`src/hw/rtl/ritoa_pkg.sv`:
```
// Shared constants and helpers for the radix integer-to-ASCII converter.
package ritoa_pkg;

  localparam int VALUE_WIDTH = 32;

  // Divider works on a chunk of dividend bits per cycle.
  localparam int DIV_CHUNK  = 8;
  localparam int DIV_STEPS  = (VALUE_WIDTH + DIV_CHUNK - 1) / DIV_CHUNK;
  localparam int DIV_WIDTH  = DIV_STEPS * DIV_CHUNK;
  localparam int STEP_W     = $clog2(DIV_STEPS + 1);

  localparam int ADDR_W     = $clog2(VALUE_WIDTH);
  localparam int CNT_W      = $clog2(VALUE_WIDTH + 1);

  localparam int RADIX_W    = 5;
  localparam int FLAGS_W    = 2;
  localparam int CFG_W      = 5;
  localparam int CFG_IDX_W  = 1;
  localparam int DIGIT_W    = 4;
  localparam int CHAR_W     = 8;

  localparam logic [CFG_IDX_W-1:0] REG_RADIX  = 1'b0;
  localparam logic [CFG_IDX_W-1:0] REG_FORMAT = 1'b1;

  localparam int FLAG_UNSIGNED = 0;
  localparam int FLAG_LOWER    = 1;

  localparam logic [RADIX_W-1:0] RADIX_RESET = 5'd10;
  localparam logic [RADIX_W-1:0] RADIX_MIN   = 5'd2;
  localparam logic [RADIX_W-1:0] RADIX_MAX   = 5'd16;

  localparam logic [CHAR_W-1:0] CHAR_MINUS = 8'h2D;
  localparam logic [CHAR_W-1:0] CHAR_ZERO  = 8'h30;
  localparam logic [CHAR_W-1:0] CHAR_UPPER = 8'h41;
  localparam logic [CHAR_W-1:0] CHAR_LOWER = 8'h61;

  function automatic logic [CHAR_W-1:0] digit_char(input logic [DIGIT_W-1:0] d,
                                                   input logic lower);
    logic [CHAR_W-1:0] d_ext;
    d_ext = {{(CHAR_W-DIGIT_W){1'b0}}, d};
    if (d < 4'd10) begin
      return CHAR_ZERO + d_ext;
    end else if (lower) begin
      return CHAR_LOWER + d_ext - 8'd10;
    end else begin
      return CHAR_UPPER + d_ext - 8'd10;
    end
  endfunction

endpackage

```
`src/hw/rtl/ritoa_div.sv`:
```
// Radix divider slice: one chunk of dividend bits against a base of 2 to 16.
module ritoa_div (
  input  logic [ritoa_pkg::DIGIT_W-1:0]   rem_in,
  input  logic [ritoa_pkg::DIV_CHUNK-1:0] dividend,
  input  logic [ritoa_pkg::RADIX_W-1:0]   base,
  output logic [ritoa_pkg::DIV_CHUNK-1:0] quotient,
  output logic [ritoa_pkg::DIGIT_W-1:0]   rem_out
);

  always_comb begin
    logic [ritoa_pkg::DIGIT_W-1:0] rem;
    logic [ritoa_pkg::RADIX_W-1:0] trial;
    rem      = rem_in;
    quotient = '0;
    // restoring division, MSB first; remainder stays below base
    for (int i = ritoa_pkg::DIV_CHUNK - 1; i >= 0; i--) begin
      trial = {rem, dividend[i]};
      if (trial >= base) begin
        trial       = trial - base;
        quotient[i] = 1'b1;
      end
      rem = trial[ritoa_pkg::DIGIT_W-1:0];
    end
    rem_out = rem;
  end

endmodule

```
`src/hw/rtl/radix_integer_to_ascii_top.sv`:
```
// Radix integer-to-ASCII converter: top level with sequencer, digit memory and output register.
//
// Converts one value to text in the radix held in register 0 (2 to 16, out-of-range values
// saturate) and sends it one ASCII character per transfer, most significant first, with
// last_char marking the final character. Register 1 bit 0 selects unsigned interpretation,
// bit 1 selects lowercase letters. Each digit takes one pass of the value through the shared
// divider, 8 quotient bits per cycle, and its remainder goes into the digit memory. The top
// digit is then read (a leading minus, if any, goes out in that same cycle), one character per
// cycle follows while the output is not stalled, and the sequencer returns to idle for the
// next value. A new value is taken once the last character has entered the output register.
module radix_integer_to_ascii_top (
  input  logic                                 clk,
  input  logic                                 rst,
  input  logic                                 cfg_we,
  input  logic [ritoa_pkg::CFG_IDX_W-1:0]      cfg_index,
  input  logic [ritoa_pkg::CFG_W-1:0]          cfg_data,
  input  logic                                 in_valid,
  output logic                                 in_stall,
  input  logic signed [ritoa_pkg::VALUE_WIDTH-1:0] value,
  output logic                                 out_valid,
  input  logic                                 out_stall,
  output logic [ritoa_pkg::CHAR_W-1:0]         character,
  output logic                                 last_char
);

  typedef enum logic [2:0] {
    ST_IDLE,
    ST_DIVIDE,
    ST_SIGN,
    ST_FETCH,
    ST_EMIT
  } state_t;

  state_t                              state;
  logic [ritoa_pkg::RADIX_W-1:0]       radix;
  logic [ritoa_pkg::FLAGS_W-1:0]       format_flags;
  logic                                negative;
  logic [ritoa_pkg::DIV_WIDTH-1:0]     quot;
  logic [ritoa_pkg::DIGIT_W-1:0]       rem;
  logic [ritoa_pkg::STEP_W-1:0]        step;
  logic [ritoa_pkg::CNT_W-1:0]         count;
  logic [ritoa_pkg::ADDR_W-1:0]        rd_addr;
  logic [ritoa_pkg::ADDR_W-1:0]        rd_addr_next;
  logic [ritoa_pkg::DIGIT_W-1:0]       rd_data;
  logic [ritoa_pkg::DIGIT_W-1:0]       digit_mem [ritoa_pkg::VALUE_WIDTH];

  logic [ritoa_pkg::RADIX_W-1:0]       base;
  logic [ritoa_pkg::DIV_CHUNK-1:0]     div_q;
  logic [ritoa_pkg::DIGIT_W-1:0]       div_rem;
  logic [ritoa_pkg::DIV_WIDTH-1:0]     quot_shift;
  logic                                last_step;
  logic                                load_ok;
  logic                                out_load;
  logic                                in_neg;
  logic [ritoa_pkg::VALUE_WIDTH-1:0]   in_mag;

  always_comb begin
    if (radix < ritoa_pkg::RADIX_MIN) begin
      base = ritoa_pkg::RADIX_MIN;
    end else if (radix > ritoa_pkg::RADIX_MAX) begin
      base = ritoa_pkg::RADIX_MAX;
    end else begin
      base = radix;
    end
  end

  ritoa_div u_div (
    .rem_in   (rem),
    .dividend (quot[ritoa_pkg::DIV_WIDTH-1 -: ritoa_pkg::DIV_CHUNK]),
    .base     (base),
    .quotient (div_q),
    .rem_out  (div_rem)
  );

  assign quot_shift = (quot << ritoa_pkg::DIV_CHUNK)
                    | ritoa_pkg::DIV_WIDTH'(div_q);
  assign last_step  = (step == ritoa_pkg::STEP_W'(ritoa_pkg::DIV_STEPS - 1));
  assign load_ok    = !out_valid || !out_stall;
  assign out_load   = (state == ST_SIGN || state == ST_EMIT) && load_ok;
  assign in_stall   = (state != ST_IDLE);

  assign in_neg = !format_flags[ritoa_pkg::FLAG_UNSIGNED] && value[ritoa_pkg::VALUE_WIDTH-1];
  assign in_mag = in_neg ? (~value + 1'b1) : value;

  // prefetch the next digit while emitting
  assign rd_addr_next = (state == ST_EMIT && load_ok) ? (rd_addr - 1'b1) : rd_addr;

  always_ff @(posedge clk) begin
    if (state == ST_DIVIDE && last_step) begin
      digit_mem[count[ritoa_pkg::ADDR_W-1:0]] <= div_rem;
    end
    rd_data <= digit_mem[rd_addr_next];
  end

  always_ff @(posedge clk) begin
    if (rst) begin
      state        <= ST_IDLE;
      radix        <= ritoa_pkg::RADIX_RESET;
      format_flags <= '0;
      out_valid    <= 1'b0;
      count        <= '0;
      quot         <= '0;
    end else begin
      if (cfg_we) begin
        case (cfg_index)
          ritoa_pkg::REG_RADIX:  radix        <= cfg_data;
          ritoa_pkg::REG_FORMAT: format_flags <= cfg_data[ritoa_pkg::FLAGS_W-1:0];
          default: ;
        endcase
      end

      if (out_load) begin
        out_valid <= 1'b1;
      end else if (!out_stall) begin
        out_valid <= 1'b0;
      end

      case (state)
        ST_IDLE: begin
          if (in_valid) begin
            negative <= in_neg;
            quot     <= ritoa_pkg::DIV_WIDTH'(in_mag);
            rem      <= '0;
            step     <= '0;
            count    <= '0;
            state    <= ST_DIVIDE;
          end
        end
        ST_DIVIDE: begin
          quot <= quot_shift;
          if (last_step) begin
            rem     <= '0;
            step    <= '0;
            count   <= count + 1'b1;
            rd_addr <= count[ritoa_pkg::ADDR_W-1:0];
            if (quot_shift == '0) begin
              state <= negative ? ST_SIGN : ST_FETCH;
            end
          end else begin
            rem  <= div_rem;
            step <= step + 1'b1;
          end
        end
        ST_SIGN: begin
          if (load_ok) begin
            character <= ritoa_pkg::CHAR_MINUS;
            last_char <= 1'b0;
            state     <= ST_EMIT;
          end
        end
        ST_FETCH: begin
          state <= ST_EMIT;
        end
        ST_EMIT: begin
          if (load_ok) begin
            character <= ritoa_pkg::digit_char(rd_data,
                                               format_flags[ritoa_pkg::FLAG_LOWER]);
            last_char <= (count == ritoa_pkg::CNT_W'(1));
            count     <= count - 1'b1;
            rd_addr   <= rd_addr_next;
            if (count == ritoa_pkg::CNT_W'(1)) begin
              state <= ST_IDLE;
            end
          end
        end
        default: begin
          state <= ST_IDLE;
        end
      endcase
    end
  end

endmodule
```
`config.mk`:
```
export PLATFORM = sky130hd
export DESIGN_NAME = radix_integer_to_ascii_top
export DESIGN_NICKNAME = d
export VERILOG_FILES = /design/src/hw/rtl/ritoa_pkg.sv /design/src/hw/rtl/ritoa_div.sv /design/src/hw/rtl/radix_integer_to_ascii_top.sv
export SDC_FILE = /design/constraint.sdc
export NUM_CORES = 1
export LEC_CHECK = 0
export BUFFER_PORTS_ARGS = -buffer_cell sky130_fd_sc_hd__buf_2
export CORE_ASPECT_RATIO = 1.75
export CORE_UTILIZATION = 40
export DETAILED_ROUTE_END_ITERATION = 12
export GPL_TIMING_DRIVEN = 0
export PLACE_DENSITY = 0.65
export SYNTH_ARGS = -nofsm -noshare
export SYNTH_HDL_FRONTEND = slang
export SYNTH_SLANG_ARGS = --single-unit
```
`constraint.sdc`:
```
create_clock -name clk -period 14.2 [get_ports clk]
set_clock_uncertainty 0.05 [all_clocks]
set_input_delay 1.42 -clock clk [delete_from_list [all_inputs] [get_ports clk]]
set_output_delay 1.42 -clock clk [all_outputs]
set_load 0.02 [all_outputs]
```
==> results.py <==
metrics = {
    "status": {
        "status": "finished, final reports clean",
    },
    "floorplanning": {
        "core_sq_um": 31400,
        "start_util_pct": 40.4,
        "die_h_um": 238,
        "rows": 86,
        "ios": 54,
        "die_area_sq_um": 32500,
        "die_w_um": 137,
    },
    "synthesis": {
        "synthArstFlopShare_pct": 0,
        "postSynthAreaPerCell_sq_um": 9.71,
        "ys.flop_type": "edfxtp_1",
        "synth_seq_cells": 202,
        "syn-instance-count": 1308,
        "yosysSeqAreaShare_pct": 43.6,
        "synth.net_count": 1408,
        "synth_warnings": 0,
        "synth-edff-count": 149,
        "synthDistinctLibCells": 71,
        "syn_area_sq_um": 12700,
    },
    "cts": {
        "postCtsSetupRepairBufs": 0,
        "path_clk_slew_ps": 70,
        "clk_latency_ps": 500,
        "cts.path.max_buffers": 3,
        "cts-root-buf": "clkbuf_16",
        "htree_levels": 1,
        "hold_buffers": 0,
        "cts_tree": "built",
        "cts-buffers-inserted": 20,
        "cts.sinks": 202,
    },
    "grt": {
        "gr-total-overflow": 0,
        "grt_max_degree": 34,
        "grt_pass1_vias": 11200,
        "grt_first_pass_wirelength_mm": 60.1,
        "antenna_found_initial": 0,
        "grt.total_usage_pct": 24.6,
    },
    "setup_path": {
        "cp_max_fo": 33,
        "crit_arrival_ps": 13600,
        "critPathMostFrequentCell": "ha_1",
        "slowest_stage": "mux2_2",
        "endpoint_kind": "register",
        "crit_path_start_kind": "register",
        "critPathRequiredTime_ps": 14390,
        "worstSetupPathType": "reg -> reg",
        "cpPeakStageDelay_ps": 670,
    },
    "flow_run": {
        "maxCapViolCount": 0,
    },
    "layout": {
        "antenna_cells": 0,
        "post-route-util_pct": 45.1,
        "area_growth_pct": 11.7,
        "drive_gt1_share_pct": 11.5,
        "nets": 1485,
        "fin_cells": 1795,
    },
    "detailed_routing": {
        "wl_per_cell_um": 21.8,
        "drcViolationCount": 0,
        "route.antenna.remaining_nets": 0,
        "vias": 10800,
        "vias_per_cell": 6.03,
        "first_iter_violations": 776,
        "dr.pass1.iters": 7,
        "wirelength_mm": 39.1,
    },
    "sta": {
        "maxSlewViolCount": 0,
        "finalHoldViolCount": 0,
        "maxSlewHeadroom_pct": 24.5,
        "rsz0062_at_grt": "no",
        "setup_viol": 0,
        "max_freq_ghz": 0.0746,
        "fin_crit_ps": 13410,
        "finalCritPeriodShare_pct": 94.4,
        "tightest_slew_ps": 1120,
    },
    "worst_hold_path": {
        "min_path_type": "reg -> reg",
    },
    "placement": {
        "place_congestion": 0.947,
        "io_buffers": 51,
        "dp.cells": 1757,
        "dp_hpwl_mm": 29.6,
    },
}
## cell usage after synthesis (19+ instances only)
cell type	n	share of area (%)
ha_1	49	4.8
mux2i_1	24	1.9
buf_2	22	0.87
a21o_1	19	1.1
dfxtp_1	53	8.4
nand2b_1	70	3.4
xor2_1	24	1.7
a22oi_1	92	5.4
clkbuf_1	63	1.9
a21oi_1	69	2.7
edfxtp_1	149	35
nor3_1	72	2.8
a311oi_1	58	4.0
inv_1	46	1.4
nor2_1	78	2.3
xnor2_1	24	1.7
nand2_1	177	5.2
o21ai_0	25	0.99
## kinds of logic (layout without fill, tap and decap cells)
| family | count (synthesis) | after routing | synth area share [%] |
|---|---|---|---|
| simple gates | 476 | 476 | 18.4 |
| compound gates | 332 | 332 | 18.5 |
| flops | 202 | 202 | 43.6 |
| buf+inv | 142 | 232 | 4.74 |
| fa+ha+maj | 57 | 57 | 6.09 |
| xor+xnor | 49 | 49 | 3.44 |
| mux | 49 | 50 | 5.26 |
| other cells | 1 | 1 | 0.0295 |
## cells in the final DEF (no fill, tap or decap), types with 8 or more instances in the layout
cell	synthesis	layout
mux2_2	12	12
a22oi_1	92	92
a211oi_1	9	9
a21oi_1	69	68
clkbuf_16	0	21
nand3_1	11	11
ha_1	49	49
or3_1	9	9
fa_1	8	8
xnor2_1	24	24
inv_1	46	46
mux2i_1	24	23
a311oi_1	58	58
nand2_1	177	176
and2_1	8	8
o22ai_1	8	8
clkbuf_1	63	66
mux4_2	13	13
o21ai_0	25	24
edfxtp_1	149	149
buf_2	22	73
nor2_1	78	78
xor2_1	24	24
nor3_1	72	72
a21o_1	19	19
dfxtp_1	53	53
nand2b_1	70	70
## worst max-delay path: cells and delay by family, from the launching register on
family	cells	cell delay, ps
AO/OA/AOI/OAI	23	5490
multiplexers	6	2650
adder cells (fa/ha/maj)	8	2520
buffers and inverters	7	1370
AND/OR/NAND/NOR	3	750
flip-flops	1	290
## metal layers
metal  track usage (%)  vias to the layer above  part of all wire [%]
li1                  -                     5036                     -
met1              22.9                     5208                    33
met2              46.0                      404                    54
met3              2.41                      178                   4.4
met4              22.3                        0                   9.5
met5                 0                        -                     0
## cell type report
type / instances / area, sq um
buffer: 96 / 430
clock buffer: 26 / 554
clock inverter: 10 / 75.1
fill: 3047 / 17200
inverter: 46 / 173
multi-input combinational: 965 / 6630
sequential: 202 / 5540
tap: 396 / 495
timing repair buffer: 54 / 289
## repair_timing
item	CTS	global route
gates cloned	1	0
resized for setup	5	5
setup endpoints to repair	135	134
## flip-flops by register name, summed over array words and instances (netlist names), 4 cells and up
register   count
character      7
count          6
digit_mem    128
quot          32
radix          5
rd_addr        5
rd_data        4
rem            4
## per-stage QoR
step / setup TNS (ps) / cell area [sq um] / worst slack, ps / hold slack [ps]
after floorplan: 0 / 12700 / 2010 / 392
after global placement: -284580 / 13500 / -2760 / 419
after detailed placement: -132150 / 13500 / -1410 / 420
after CTS: 0 / 14200 / 137 / 428
after global routing: 0 / 14200 / 26.0 / 449
final: 0 / 14200 / 789 / 426
## path summary, 6_finish.rpt
check | start | endpoint | slack (ps) | cells past startpoint
setup / recovery | radix[4]$_SDFFE_PP0P_ | rem[1]$_SDFFCE_PN0P_ | 790 | 47
hold / removal | quot[5]$_SDFFE_PP0P_ | quot[5]$_SDFFE_PP0P_ | 430 | 2
setup reg to reg | radix[4]$_SDFFE_PP0P_ | rem[1]$_SDFFCE_PN0P_ | 790 | 47
hold reg to reg | quot[5]$_SDFFE_PP0P_ | quot[5]$_SDFFE_PP0P_ | 430 | 2
Power is not shown: default switching activity piles up to over one toggle a cycle in this logic, so the estimate is an artifact.
